## src/sv/paa_pkg.sv

```systemverilog
package paa_pkg;
  localparam int QUEUE_DEPTH_DEF  = 16;
  localparam int ACTIVE_DEPTH_DEF = 16;
  localparam int SLOT_NAMES       = 16;
  localparam logic [27:0] DUR_SUM_MAX = 28'hFFFFFFF;
  localparam logic [11:0] SM_SUM_MAX  = 12'hFFF;

  typedef enum logic [1:0] {
    ACT_SUBMIT = 2'd0,
    ACT_DONE   = 2'd1,
    ACT_POLL   = 2'd2,
    ACT_NONE   = 2'd3
  } action_t;

  typedef enum logic [2:0] {
    RSN_IDLE    = 3'd0,
    RSN_HP      = 3'd1,
    RSN_COMP    = 3'd2,
    RSN_NO_HP   = 3'd3,
    RSN_UNPROF  = 3'd4,
    RSN_BLOCKED = 3'd5
  } reason_t;

  typedef enum logic [1:0] {
    CFG_PROFILED = 2'd0,
    CFG_MAX_DUR  = 2'd1,
    CFG_SM_COUNT = 2'd2,
    CFG_GATE     = 2'd3
  } cfg_idx_t;

  typedef enum logic [2:0] {
    ST_IDLE,
    ST_READ,
    ST_SCAN,
    ST_DECIDE,
    ST_COMMIT,
    ST_OUT
  } state_t;

  typedef struct packed {
    logic [1:0]  action;
    logic        client;
    logic [7:0]  request_tag;
    logic [1:0]  kernel_class;
    logic [7:0]  sm_needed;
    logic [23:0] run_duration;
    logic [3:0]  done_slot;
  } req_t;

  typedef struct packed {
    logic       accepted;
    logic       granted;
    logic       grant_client;
    logic [7:0] grant_tag;
    logic [3:0] grant_slot;
    logic [2:0] grant_reason;
    logic       was_reordered;
  } rsp_t;

  typedef struct packed {
    logic        profiled_mode;
    logic [27:0] max_be_duration;
    logic [7:0]  device_sm_count;
    logic [1:0]  initial_gate_count;
  } cfg_t;
endpackage

```

## src/sv/paa_if.sv

```systemverilog
interface paa_req_if;
  logic          valid;
  logic          ready;
  paa_pkg::req_t data;
  modport source (output valid, output data, input ready);
  modport sink (input valid, input data, output ready);
endinterface

interface paa_rsp_if;
  logic          valid;
  logic          ready;
  paa_pkg::rsp_t data;
  modport source (output valid, output data, input ready);
  modport sink (input valid, input data, output ready);
endinterface

```

## src/sv/paa_front.sv

```systemverilog
// Accept items into a two-entry queue toward the engine.
module paa_front (
  input  logic           clk,
  input  logic           rst,
  paa_req_if.sink        req,
  output logic           q_valid,
  output paa_pkg::req_t  q_data,
  input  logic           q_pop
);
  paa_pkg::req_t buf0, buf1;
  logic [1:0] cnt;

  assign req.ready = (cnt != 2'd2);
  assign q_valid   = (cnt != 2'd0);
  assign q_data    = buf0;

  always_ff @(posedge clk) begin
    if (rst) begin
      cnt <= 2'd0;
    end else begin
      if (req.valid && req.ready && !(q_pop && q_valid)) cnt <= cnt + 2'd1;
      else if (!(req.valid && req.ready) && q_pop && q_valid) cnt <= cnt - 2'd1;
    end
    if (q_pop && q_valid) begin
      if (req.valid && req.ready && cnt == 2'd1) buf0 <= req.data;
      else buf0 <= buf1;
    end else if (req.valid && req.ready) begin
      if (cnt == 2'd0) buf0 <= req.data;
      else buf1 <= req.data;
    end
  end
endmodule

```

## src/sv/paa_engine.sv

```systemverilog
// Execute submit, completion and poll items one at a time.
module paa_engine #(
  parameter int QUEUE_DEPTH  = paa_pkg::QUEUE_DEPTH_DEF,
  parameter int ACTIVE_DEPTH = paa_pkg::ACTIVE_DEPTH_DEF
) (
  input  logic          clk,
  input  logic          rst,
  input  paa_pkg::cfg_t cfg,
  input  logic          q_valid,
  input  paa_pkg::req_t q_data,
  output logic          q_pop,
  paa_rsp_if.source     rsp
);
  localparam int QW = $clog2(QUEUE_DEPTH);
  localparam int CW = $clog2(QUEUE_DEPTH + 1);
  localparam int AW = $clog2(ACTIVE_DEPTH);
  localparam int AN = (ACTIVE_DEPTH < paa_pkg::SLOT_NAMES) ? ACTIVE_DEPTH
                                                           : paa_pkg::SLOT_NAMES;
  // entry: tag, class, sm, duration, arrival
  localparam int EW = 8 + 2 + 8 + 24 + 16;

  logic [EW-1:0] qmem [2][QUEUE_DEPTH];
  logic [QW-1:0] head [2];
  logic [CW-1:0] count [2];

  logic          a_valid [ACTIVE_DEPTH];
  logic          a_client [ACTIVE_DEPTH];
  logic [1:0]    a_cls [ACTIVE_DEPTH];
  logic [7:0]    a_sm [ACTIVE_DEPTH];
  logic [23:0]   a_dur [ACTIVE_DEPTH];
  logic [15:0]   a_stamp [ACTIVE_DEPTH];

  logic [11:0] be_sm_sum;
  logic [27:0] be_duration_sum;
  logic [15:0] arrival_counter, insert_stamp;
  logic        gate_open;

  paa_pkg::state_t state, state_next;
  paa_pkg::req_t   cur;
  paa_pkg::rsp_t   res;
  logic [EW-1:0]   hp_head, be_head;
  logic [AW:0]     idx;
  logic            h_found, f_found;
  logic [15:0]     h_age;
  logic [1:0]      h_cls;
  logic [AW-1:0]   f_slot;

  logic [AW-1:0] ix;
  assign ix = idx[AW-1:0];

  logic          cl;
  logic [EW-1:0] sel;
  assign cl  = (count[1] != '0);
  assign sel = cl ? hp_head : be_head;

  logic [1:0] nonempty;
  assign nonempty = {1'b0, count[1] != '0} + {1'b0, count[0] != '0};

  assign q_pop     = (state == paa_pkg::ST_IDLE) && q_valid;
  assign rsp.valid = (state == paa_pkg::ST_OUT);
  assign rsp.data  = res;

  always_comb begin
    state_next = state;
    unique case (state)
      paa_pkg::ST_IDLE:   if (q_valid) state_next = paa_pkg::ST_READ;
      paa_pkg::ST_READ:   state_next = (cur.action == paa_pkg::ACT_POLL) ? paa_pkg::ST_SCAN
                                                                         : paa_pkg::ST_COMMIT;
      paa_pkg::ST_SCAN:   if (idx == (AW+1)'(ACTIVE_DEPTH - 1)) state_next = paa_pkg::ST_DECIDE;
      paa_pkg::ST_DECIDE: state_next = paa_pkg::ST_COMMIT;
      paa_pkg::ST_COMMIT: state_next = paa_pkg::ST_OUT;
      paa_pkg::ST_OUT:    if (rsp.ready) state_next = paa_pkg::ST_IDLE;
      default:            state_next = paa_pkg::ST_IDLE;
    endcase
  end

  always_ff @(posedge clk) begin
    if (rst) state <= paa_pkg::ST_IDLE;
    else state <= state_next;
  end

  // Queue heads registered from memory.
  always_ff @(posedge clk) begin
    hp_head <= qmem[1][head[1]];
    be_head <= qmem[0][head[0]];
  end

  logic [QW:0]   wpos_w;
  logic [QW-1:0] wpos;
  logic [12:0]   fit_sum;
  logic          comp;
  always_comb begin
    wpos_w = {1'b0, head[cur.client]} + (QW+1)'(count[cur.client]);
    if (wpos_w >= (QW+1)'(QUEUE_DEPTH)) wpos_w = wpos_w - (QW+1)'(QUEUE_DEPTH);
    wpos = wpos_w[QW-1:0];
    fit_sum = {1'b0, be_sm_sum} + {5'd0, sel[47:40]};
    comp = (h_cls == 2'b11) || (sel[49:48] == 2'b11) || (h_cls != sel[49:48]);
  end

  logic [28:0] dsum;
  logic [12:0] ssum;
  always_comb begin
    dsum = {1'b0, be_duration_sum} + {5'd0, sel[39:16]};
    ssum = {1'b0, be_sm_sum} + {5'd0, sel[47:40]};
  end

  // Poll decision from the scan results and the queue heads.
  logic             dec_grant, dec_reord;
  paa_pkg::reason_t dec_reason;
  always_comb begin
    dec_grant  = 1'b0;
    dec_reord  = 1'b0;
    dec_reason = paa_pkg::RSN_IDLE;
    if ((gate_open || {1'b0, nonempty} >= {1'b0, cfg.initial_gate_count})
        && nonempty != 2'd0) begin
      dec_grant = 1'b1;
      if (cl) begin
        if (cfg.profiled_mode) dec_reason = paa_pkg::RSN_HP;
        else dec_reason = paa_pkg::RSN_UNPROF;
        dec_reord = (count[0] != '0) && (be_head[15:0] != hp_head[15:0]) &&
                    ((hp_head[15:0] - be_head[15:0]) < 16'h8000);
      end else if (!cfg.profiled_mode) begin
        dec_reason = paa_pkg::RSN_UNPROF;
      end else if (!h_found) begin
        dec_reason = paa_pkg::RSN_NO_HP;
      end else if (be_duration_sum > cfg.max_be_duration || !comp ||
                   fit_sum > {5'd0, cfg.device_sm_count}) begin
        dec_grant  = 1'b0;
        dec_reason = paa_pkg::RSN_BLOCKED;
      end else begin
        dec_reason = paa_pkg::RSN_COMP;
      end
    end
  end

  always_ff @(posedge clk) begin
    if (rst) begin
      for (int c = 0; c < 2; c++) begin
        head[c]  <= '0;
        count[c] <= '0;
      end
      for (int i = 0; i < ACTIVE_DEPTH; i++) a_valid[i] <= 1'b0;
      be_sm_sum <= '0;
      be_duration_sum <= '0;
      arrival_counter <= '0;
      insert_stamp <= '0;
      gate_open <= 1'b0;
    end else begin
      unique case (state)
        paa_pkg::ST_IDLE: begin
          if (q_valid) cur <= q_data;
          res <= '0;
          idx <= '0;
          h_found <= 1'b0;
          f_found <= 1'b0;
        end
        paa_pkg::ST_SCAN: begin
          // one active entry per cycle: latest high-priority and lowest free slot
          if (a_valid[ix] && a_client[ix] &&
              (!h_found || (insert_stamp - a_stamp[ix]) < h_age)) begin
            h_found <= 1'b1;
            h_age   <= insert_stamp - a_stamp[ix];
            h_cls   <= a_cls[ix];
          end
          if (!a_valid[ix] && !f_found && idx < (AW+1)'(AN)) begin
            f_found <= 1'b1;
            f_slot  <= ix;
          end
          idx <= idx + 1'b1;
        end
        paa_pkg::ST_DECIDE: begin
          res.granted       <= dec_grant;
          res.grant_reason  <= dec_reason;
          res.was_reordered <= dec_reord;
          if (!gate_open && {1'b0, nonempty} >= {1'b0, cfg.initial_gate_count})
            gate_open <= 1'b1;
        end
        paa_pkg::ST_COMMIT: begin
          if (cur.action == paa_pkg::ACT_SUBMIT) begin
            if (count[cur.client] < CW'(QUEUE_DEPTH)) begin
              qmem[cur.client][wpos] <= {cur.request_tag, cur.kernel_class,
                                         cur.sm_needed, cur.run_duration, arrival_counter};
              arrival_counter <= arrival_counter + 16'd1;
              count[cur.client] <= count[cur.client] + 1'b1;
              res.accepted <= 1'b1;
            end
          end else if (cur.action == paa_pkg::ACT_DONE) begin
            if (32'(cur.done_slot) < 32'(ACTIVE_DEPTH) &&
                a_valid[AW'(cur.done_slot)]) begin
              if (!a_client[AW'(cur.done_slot)]) begin
                be_sm_sum <= (be_sm_sum >= {4'd0, a_sm[AW'(cur.done_slot)]}) ?
                             be_sm_sum - {4'd0, a_sm[AW'(cur.done_slot)]} : '0;
                be_duration_sum <= (be_duration_sum >= {4'd0, a_dur[AW'(cur.done_slot)]}) ?
                             be_duration_sum - {4'd0, a_dur[AW'(cur.done_slot)]} : '0;
              end
              a_valid[AW'(cur.done_slot)] <= 1'b0;
              res.accepted <= 1'b1;
            end
          end else if (cur.action == paa_pkg::ACT_POLL && res.granted) begin
            if (cfg.profiled_mode && !f_found) begin
              res.granted <= 1'b0;
              res.grant_reason <= paa_pkg::RSN_BLOCKED;
              res.was_reordered <= 1'b0;
            end else begin
              res.grant_client <= cl;
              res.grant_tag <= sel[57:50];
              res.grant_slot <= cfg.profiled_mode ? 4'(f_slot) : 4'd0;
              if (cfg.profiled_mode) begin
                a_valid[f_slot]  <= 1'b1;
                a_client[f_slot] <= cl;
                a_cls[f_slot]    <= sel[49:48];
                a_sm[f_slot]     <= sel[47:40];
                a_dur[f_slot]    <= sel[39:16];
                a_stamp[f_slot]  <= insert_stamp + 16'd1;
                insert_stamp     <= insert_stamp + 16'd1;
                if (!cl) begin
                  be_sm_sum <= ssum > {1'b0, paa_pkg::SM_SUM_MAX} ?
                               paa_pkg::SM_SUM_MAX : ssum[11:0];
                  be_duration_sum <= dsum > {1'b0, paa_pkg::DUR_SUM_MAX} ?
                               paa_pkg::DUR_SUM_MAX : dsum[27:0];
                end
              end
              head[cl] <= (head[cl] == QW'(QUEUE_DEPTH - 1)) ? '0 : head[cl] + 1'b1;
              count[cl] <= count[cl] - 1'b1;
            end
          end
        end
        default: ;
      endcase
    end
  end
endmodule

```

## src/sv/priority_admission_arbiter.sv

```systemverilog
// Flow: a submit or completion item passes the read, commit and output states; a
// poll also passes the scan, one active entry per cycle, and the decide state.
// The engine takes a new item only after the last result is taken, and a result
// waits in the output state for ready; the input queue holds two items.
// Reset: rst is synchronous, active high; queues empty, active table invalid,
// sums, counters and gate cleared, registers back to 0, 16000, 16, 0.
module priority_admission_arbiter #(
  parameter int QUEUE_DEPTH  = paa_pkg::QUEUE_DEPTH_DEF,
  parameter int ACTIVE_DEPTH = paa_pkg::ACTIVE_DEPTH_DEF
) (
  input  logic        clk,
  input  logic        rst,
  paa_req_if.sink     in_ch,
  paa_rsp_if.source   out_ch,
  input  logic        cfg_we,
  input  logic [1:0]  cfg_index,
  input  logic [27:0] cfg_data
);
  paa_pkg::cfg_t cfg;
  logic          q_valid, q_pop;
  paa_pkg::req_t q_data;

  // Hold configuration; to be written only while idle, which the block itself does not enforce.
  always_ff @(posedge clk) begin
    if (rst) begin
      cfg.profiled_mode      <= 1'b0;
      cfg.max_be_duration    <= 28'd16000;
      cfg.device_sm_count    <= 8'd16;
      cfg.initial_gate_count <= 2'd0;
    end else if (cfg_we) begin
      unique case (paa_pkg::cfg_idx_t'(cfg_index))
        paa_pkg::CFG_PROFILED: cfg.profiled_mode      <= cfg_data[0];
        paa_pkg::CFG_MAX_DUR:  cfg.max_be_duration    <= cfg_data;
        paa_pkg::CFG_SM_COUNT: cfg.device_sm_count    <= cfg_data[7:0];
        paa_pkg::CFG_GATE:     cfg.initial_gate_count <= cfg_data[1:0];
        default: ;
      endcase
    end
  end

  // Front: accept and buffer items.
  paa_front u_front (
    .clk(clk), .rst(rst), .req(in_ch),
    .q_valid(q_valid), .q_data(q_data), .q_pop(q_pop)
  );

  // Back: carry out each item and present its result.
  paa_engine #(.QUEUE_DEPTH(QUEUE_DEPTH), .ACTIVE_DEPTH(ACTIVE_DEPTH)) u_engine (
    .clk(clk), .rst(rst), .cfg(cfg),
    .q_valid(q_valid), .q_data(q_data), .q_pop(q_pop), .rsp(out_ch)
  );
endmodule

```

## src/flat_wrapper.sv

```systemverilog
// flat-port wrapper written by rule: the top's interface ports become plain ports
module priority_admission_arbiter_flat 
#(
  parameter int QUEUE_DEPTH  = paa_pkg::QUEUE_DEPTH_DEF,
  parameter int ACTIVE_DEPTH = paa_pkg::ACTIVE_DEPTH_DEF
)
  (clk, rst, cfg_we, cfg_index, cfg_data, in_ch_valid, in_ch_data, in_ch_ready, out_ch_valid, out_ch_data, out_ch_ready);
  paa_req_if in_ch_i ();
  paa_rsp_if out_ch_i ();
  input  logic clk;
  input  logic rst;
  input  logic cfg_we;
  input  logic [1:0] cfg_index;
  input  logic [27:0] cfg_data;
  input wire logic [$bits(in_ch_i.valid)-1:0] in_ch_valid;
  input wire logic [$bits(in_ch_i.data)-1:0] in_ch_data;
  output wire logic [$bits(in_ch_i.ready)-1:0] in_ch_ready;
  output wire logic [$bits(out_ch_i.valid)-1:0] out_ch_valid;
  output wire logic [$bits(out_ch_i.data)-1:0] out_ch_data;
  input wire logic [$bits(out_ch_i.ready)-1:0] out_ch_ready;
  assign in_ch_i.valid = in_ch_valid;
  assign in_ch_i.data = in_ch_data;
  assign in_ch_ready = in_ch_i.ready;
  assign out_ch_valid = out_ch_i.valid;
  assign out_ch_data = out_ch_i.data;
  assign out_ch_i.ready = out_ch_ready;
  priority_admission_arbiter #(.QUEUE_DEPTH(QUEUE_DEPTH), .ACTIVE_DEPTH(ACTIVE_DEPTH)) u_core (.clk(clk), .rst(rst), .in_ch(in_ch_i), .out_ch(out_ch_i), .cfg_we(cfg_we), .cfg_index(cfg_index), .cfg_data(cfg_data));
endmodule
```

## config.mk

```make
export PLATFORM = sky130hd
export DESIGN_NAME = priority_admission_arbiter_flat
export DESIGN_NICKNAME = d
export VERILOG_FILES = /design/src/sv/paa_pkg.sv /design/src/sv/paa_if.sv /design/src/sv/paa_front.sv /design/src/sv/paa_engine.sv /design/src/sv/priority_admission_arbiter.sv /design/src/flat_wrapper.sv
export SDC_FILE = /design/constraint.sdc
export NUM_CORES = 2
export LEC_CHECK = 0
export BUFFER_PORTS_ARGS = -buffer_cell sky130_fd_sc_hd__buf_2
export CORE_MARGIN = 2
export CORE_UTILIZATION = 35
export DETAILED_ROUTE_END_ITERATION = 8
export HOLD_SLACK_MARGIN = 0.08
export PLACE_DENSITY_LB_ADDON = 0.1
export SYNTH_ARGS = -nofsm -noshare
export SYNTH_HDL_FRONTEND = slang
export SYNTH_SLANG_ARGS = --single-unit
```

## constraint.sdc

```tcl
create_clock -name clk -period 9.81 [get_ports clk]
set_input_delay 0.4905 -clock clk [delete_from_list [all_inputs] [get_ports clk]]
set_output_delay 0.4905 -clock clk [all_outputs]
set_load 0.02 [all_outputs]
```

Yosys cells after proc, flatten, opt, wreduce, memory -nomap -nowiden:

Memories as Yosys holds them, arrays and structs flattened. A register that Yosys moved wholly into a read port is not among the register bits.
Index checks and enable logic that the tools add are counted.
Widths: inputs -> output; s select.

* memories kept: 9
* flip-flop bits (word level): 426
* RAM bits: 2706
* word-level logic and storage cells: 330
* output and inout port bits: 21
* bits of input ports: 84

Memory list
* u_core.u_engine.qmem: depth 2, bits a word 928, rd ports 2, clocked after Yosys merged registers in 0, write ports 1, RTL line paa_engine.sv:22 `logic [EW-1:0] qmem [2][QUEUE_DEPTH];`
* u_core.u_engine.a_dur: depth 16, bits a word 24, rd ports 1, clocked after Yosys merged registers in 1, write ports 1, RTL line paa_engine.sv:30 `logic [23:0] a_dur [ACTIVE_DEPTH];`
* u_core.u_engine.a_stamp: depth 16, bits a word 16, rd ports 1, clocked after Yosys merged registers in 1, write ports 1, RTL line paa_engine.sv:31 `logic [15:0] a_stamp [ACTIVE_DEPTH];`
* u_core.u_engine.a_sm: depth 16, bits a word 8, rd ports 1, clocked after Yosys merged registers in 1, write ports 1, RTL line paa_engine.sv:29 `logic [7:0] a_sm [ACTIVE_DEPTH];`
* u_core.u_engine.a_cls: depth 16, bits a word 2, rd ports 1, clocked after Yosys merged registers in 1, write ports 1, RTL line paa_engine.sv:28 `logic [1:0] a_cls [ACTIVE_DEPTH];`
* u_core.u_engine.a_client: depth 16, bits a word 1, rd ports 2, clocked after Yosys merged registers in 2, write ports 1, RTL line paa_engine.sv:27 `logic a_client [ACTIVE_DEPTH];`
* 3 more memories

* $add $sub $neg: 17
* order comparisons: 16
* eq/ne operators: 35
* bitwise operators: 9
* reduce and logical (&&, ||, !) cells: 72
* muxes and demuxes: 126

Operators by type and width (count)
* $mux 928: 1
* $bmux 58 s4: 2
* $mux 58: 6
* $mux 28: 9
* $demux 58 s4: 1
* $mux 49: 4
* $mux 12: 9
* $mux 4: 14
* $mux 1: 54
* $mux 18: 3
* $add 16x1->16 const B: 2
* $sub 16x16->16: 2
* $mux 3: 10
* $add 28x24->29: 1
* $gt 29x28->1 const B: 1
* $ge 28x24->1: 1
* $gt 28x28->1: 1
* $sub 28x24->28: 1
* $pmux 13 s2: 1
* $ne 2x2->1 const B: 12
* $reduce_and 3->1: 8
* $ge 5x5->1 const B: 4
* $logic_and 1x1->1: 18
* $pmux 3 s6: 1
* 52 further kinds: 109

Longest topological paths before layout:

An unclocked memory read counts as a cell.

* depth in word-level cells: 15
* mapped depth: 25
* mapped depth without buffers: 22

Modules after synthesis:

Synthesis repeated with hierarchy kept, for this count alone.

* cell total of the unflattened synthesis: 6119
* area total of the unflattened synthesis: 124141.6 µm²

Modules (own cells, without submodules)
* paa_engine: instances 1, area an instance 118675.1 µm², cells an instance 5783, seq. area each 88194.6 µm²
* paa_front: instances 1, area an instance 3784.9 µm², cells an instance 174, seq. area each 2982.9 µm²
* priority_admission_arbiter: instances 1, area an instance 1681.6 µm², cells an instance 162, seq. area each 780.7 µm²

Least setup slack after synthesis:

OpenSTA, ideal clock, no wires.

* path kind: register to register
* start point: reg with a tool-made name
* end point: reg u_core.u_engine.h_age[0] (enable)
* arrival: 6.753 ns
* data required time: 9.389 ns
* buffers on the path: 3
* path slack: 2.636 ns
* clock period less this slack: 7.174 ns
* setup time: 0.421 ns
* cell stages (with the launch flop): 22
* cells stage by stage: dfxtp_1 > clkbuf_1 > clkbuf_1 > buf_2 > mux4_2 > mux4_2 > ha_1 > fa_1 > nor2b_1 > o21ai_0 > a21boi_0 > o21ai_0 > a21boi_0 > o2111ai_1 > nand3_1 > nand2_1 > o311ai_0 > ha_1 > a21o_1 > a21oi_1 > o211ai_1 > a211oi_1

RTL lines
* to (signal assigned): RTL line paa_engine.sv:162 `h_age <= insert_stamp - a_stamp[ix];`
* to (decl): RTL line paa_engine.sv:44 `logic [15:0] h_age;`

==> results <==
- In the final timing run, aggregate negative setup slack is 0 ns.
- On the worst path, the slowest cell contributes a delay of 0.80 ns.
- For this design the total switching power over the nets is 8.36 mW.
- In this run the core area contains 218 standard-cell rows.
- Sequential cells were found to cover 74.5% of the synthesized design area.
- The die span in x is 598 um.
- The timing-limited maximum frequency is 0.139 GHz.
- Grouping stages by cell kind, the critical path spends the most delay in compound AO/OA/AOI/OAI gates.
- On the final layout, the worst clock skew is 0.0514 ns.
- The synthesized design contains 2,901 enable-type register cells.
- For the worst setup path, the data arrival time is 7.79 ns.
- In the final layout, the share of cells above drive strength 1 is 25.6%.
- From synthesis to final layout, the design area changed by 15.6%.
- The count of yosys warnings during synthesis is 0.
- Combinational logic burns 12.3% of the power.
- The path class of the tightest hold or removal check is input pin to register.
- The count of cell types in the netlist is 78.
- The largest net degree at the start of global routing is 109.
- TritonCTS built the clock tree.
- The fraction of synthesis flops using an asynchronous set or reset pin is 0%.
- The via count is 61,158.
- The total congestion overflow is 0.
- The initial antenna violation count is 13.
- OpenSTA, run right after detailed placement, puts the worst setup slack at 2.53 ns.
- The reported leakage power is 46.3 nW.
- The number of buffers added by the clock tree synthesis step is 353.
- The setup violation total in the final timing report is 0.
- The clock-pin slew on the worst setup and hold paths is 0.06 ns.
- In the synthesized netlist the dominant register cell turns out to be sky130_fd_sc_hd__edfxtp_1.
- The overall routing resource usage is 19.4%.
- Of all nets on the critical path, the largest fanout is 41.
- Dividing the detail-routed wire length by the instance count gives 30.6 um.
- The I/O pin count is 105.
- Across the VDD grid, the largest voltage drop is 0.180 mV.
- The maximum number of buffers from clock root to sink is 4.
- The net count of the finished layout is 6,771.
- The worst-case hold slack is 0.175 ns.
- The signal on the critical path passes through buf_4 > mux4_2 > mux4_2 > inv_1 > ha_1 > o21ai_0 > a21boi_0 > o211ai_1 > a21oi_1 > nor4_1 > o31ai_1 > a21oi_1 > xnor2_1 > ha_1 > a21o_1 > a21o_1 > a21oi_1 > o211ai_1 > a211oi_2 > buf_4.
- A synthesized cell averages 20.2 um^2.
- The slowest cell on the critical path is sky130_fd_sc_hd__dfxtp_4.
- After synthesis the netlist holds a flip-flop and latch count of 3,143.
- In this run the cell area of the synthesized design comes to 0.124 mm^2.
- The number of global-route vias before repair is 64,240.
- By instance count, the cell type seen most on the critical path is sky130_fd_sc_hd__a21oi_1.
- In the finished design, the share of the clock period the worst path needs comes to 73.5%.
- The clock share of power is 39.7%.
- The number of nets still failing antenna checks after routing is 0.
- CTS saw 3,143 sinks.
- The cell internal power dissipation is 24.7 mW.
- The floorplan step defined a die boundary enclosing 0.358 mm^2.
- Per report_power, the sequential group accounts for 48.0% of the total.
- Counting every net in the synthesized netlist gives 6,354.
- For the pin with the worst max-slew slack, the measured transition is 1.22 ns.
- Summed over all nets, the half-perimeter wirelength after detailed placement is 195,000 um.
- Of the total power, the share spent switching nets is 25.3%.
- Together, buffers and inverters on the worst path number 3.
- The wire length after detailed routing is 349,000 um.
- The share of the core filled with cells is 40.6%.
- The initial DRC count is 5,731.
- By startpoint and endpoint, the worst setup path is classified as register to register.
- Setup slack on the critical path of the routed design comes to 2.60 ns.
- The flow ran to the end, and the final reports show no timing, DRC or antenna violations.
- Setup repair after global routing left no endpoint under its margin.
- The total power per unit cell area is 231 mW/mm^2.
- The max-capacitance violation count is 0.
- The number of design rule violations left after detail routing is 0.
- Clock latency on the worst-skew pair, taken at its later pin, is 0.93 ns.
- The total area inside the core boundary comes to 0.352 mm^2.
- STA classifies the critical path startpoint as a register.
- In the routed layout, each cell is associated on average with a via count of 5.35.
- The number of iterations in the first detailed-routing pass is 5.
- The congestion estimate from routability-driven global placement came to 0.805.
- The die is 598 um tall.
- The max-slew violation count was 0.
- The total count of hold-check failures in the final report is 0.
- The H-tree was split into 5 levels.
- The post-cts gate resize count is 0.
- The data required time at the worst endpoint is 10.39 ns.
- The first global-routing pass estimated 492,000 um of wire.
- The endpoint kind of the worst setup timing path is a register.
- Counting I/O delays and the setup requirement, the final critical path takes 7.21 ns.
- Clock tree synthesis selected as its root buffer the cell sky130_fd_sc_hd__clkbuf_16.
- The tightest slew margin relative to the limit is 18.4%.
- Counting every instance in the synthesized netlist gives 6,100.
- The quantity of I/O buffers inserted on ports is 104.
- The effective utilization at floorplan is 35.1%.
[through the flow]
step	instance area (um^2)	power (mW)	std cells
2_1_floorplan	124000	18.6	6100
3_3_place_gp	131000	20.3	10700
3_5_place_dp	131000	20.3	10700
4_1_cts	143000	33.5	11432
5_1_grt	143000	34.3	11433
6_report	143000	33.0	11436
[layout make-up]
type	count	area [um^2]
clock inverter	177	1810
timing repair buffer	338	2740
sequential	3143	92000
clock buffer	473	9610
antenna	4	10.0
tap	4620	5780
multi-input combinational	2494	30200
inverter	187	704
fill	31178	209000
[worst min-delay path, delay by kind of cell]
kind                   cells  cell delay [ns]
AOI/OAI and AO/OA          1             0.05
buffers and inverters      1             0.17
and+or+nand+nor            3             0.31
[registers in the layout, indices dropped and copies added, names as in the netlist, 32 cells and up, named ones only]
register	count
u_core.cfg	39
u_core.u_engine.a_cls	32
u_core.u_engine.a_dur	384
u_core.u_engine.a_sm	128
u_core.u_engine.a_stamp	256
u_core.u_engine.be_head	58
u_core.u_engine.cur	49
u_core.u_engine.hp_head	58
u_core.u_engine.qmem	1856
u_core.u_front.buf1	49
u_core.u_front.q_data	49
[synth_stat cells (all sizes together) (18+ instances only)]
cell type     n  share of area, %
a21o         46              0.28
edfxtp     2901                71
nor2b        20              0.10
nor2        205              0.63
o21ai       121              0.49
nand2b       22              0.11
mux2         59              0.54
inv         187              0.57
ha          164               1.7
o21a         18              0.11
dfxtp       242               3.9
nand2       320              0.97
nand3        45              0.18
buf          73              0.25
xnor2        62              0.44
nand4        25              0.13
mux2i        25              0.20
xor2         55              0.39
and3         26              0.13
clkbuf      203              0.62
mux4        844                15
nor3         33              0.14
a21oi       174              0.71
[path summary, 6_finish.rpt]
check	start	to	slack, ns	depth (start not counted)
max reg2reg	register	u_core.u_engine.h_age[12]	2.60	20
min	cfg_we	u_core.cfg[9]	0.18	5
max	register	u_core.u_engine.h_age[12]	2.60	20
min reg2reg	u_core.u_front.q_data[47]	u_core.u_engine.cur[47]	0.41	0
[logic make-up (layout without fill, tap and decap cells)]
family                   count (synthesis)  count (layout)  synth area share [%]
buffers and inverters                  463            1175                  1.43
flip-flops                            3143            3143                  74.5
AND/OR/NAND/NOR                        770             770                  2.82
adder cells (fa/ha/maj)                170             170                  1.76
other                                    0               4                     0
multiplexers                           928             928                  16.1
XOR/XNOR                               117             117                 0.830
AO/OA/AOI/OAI                          509             509                  2.57
[layout by cell type, fill, tap and decap left out, types with 24 or more instances in the layout]
cell                               n
sky130_fd_sc_hd__edfxtp_1       2901
sky130_fd_sc_hd__nor2_4           45
sky130_fd_sc_hd__dlygate4sd3_1    82
sky130_fd_sc_hd__clkbuf_1         92
sky130_fd_sc_hd__ha_1            164
sky130_fd_sc_hd__nand2_1         317
sky130_fd_sc_hd__clkbuf_16       357
sky130_fd_sc_hd__buf_4           133
sky130_fd_sc_hd__clkinv_1         57
sky130_fd_sc_hd__bufinv_16        28
sky130_fd_sc_hd__dfxtp_1         235
sky130_fd_sc_hd__xnor2_1          62
sky130_fd_sc_hd__nor2_1          158
sky130_fd_sc_hd__mux2i_1          25
sky130_fd_sc_hd__clkbuf_8         24
sky130_fd_sc_hd__nand3_1          45
sky130_fd_sc_hd__mux2_2           59
sky130_fd_sc_hd__nor3_1           27
sky130_fd_sc_hd__buf_2           103
sky130_fd_sc_hd__xor2_1           55
sky130_fd_sc_hd__a21o_1           45
sky130_fd_sc_hd__mux4_2          844
sky130_fd_sc_hd__clkinv_2         49
sky130_fd_sc_hd__a21oi_1         173
sky130_fd_sc_hd__o21ai_0         118
sky130_fd_sc_hd__nand4_1          24
sky130_fd_sc_hd__and3_1           26
sky130_fd_sc_hd__inv_1           185
[power groups by stage]
stage / Clock (mW) / Sequential (mW) / Combinational, mW
2_1_floorplan: 0 / 15.8 / 2.78
3_3_place_gp: 0 / 16.1 / 4.12
3_5_place_dp: 0 / 16.2 / 4.12
4_1_cts: 13.4 / 15.9 / 4.16
5_1_grt: 13.9 / 15.9 / 4.40
6_report: 13.1 / 15.9 / 4.07
[layer usage]
metal  vias up  global-route usage, %  part of all wire (%)
met4         2                   4.47                   2.2
li1      25797                      -                     -
met2      1383                   33.3                    50
met5         -                      0                0.0037
met1     33514                   26.7                    44
met3       462                   1.97                   3.6
[repair_timing]
action | 4_1_cts | 5_1_grt
hold buffers | 82 | 0
setup buffers | 0 | 0
hold endpoints to repair | 156 | 0
(Power assumes the default switching activity.)
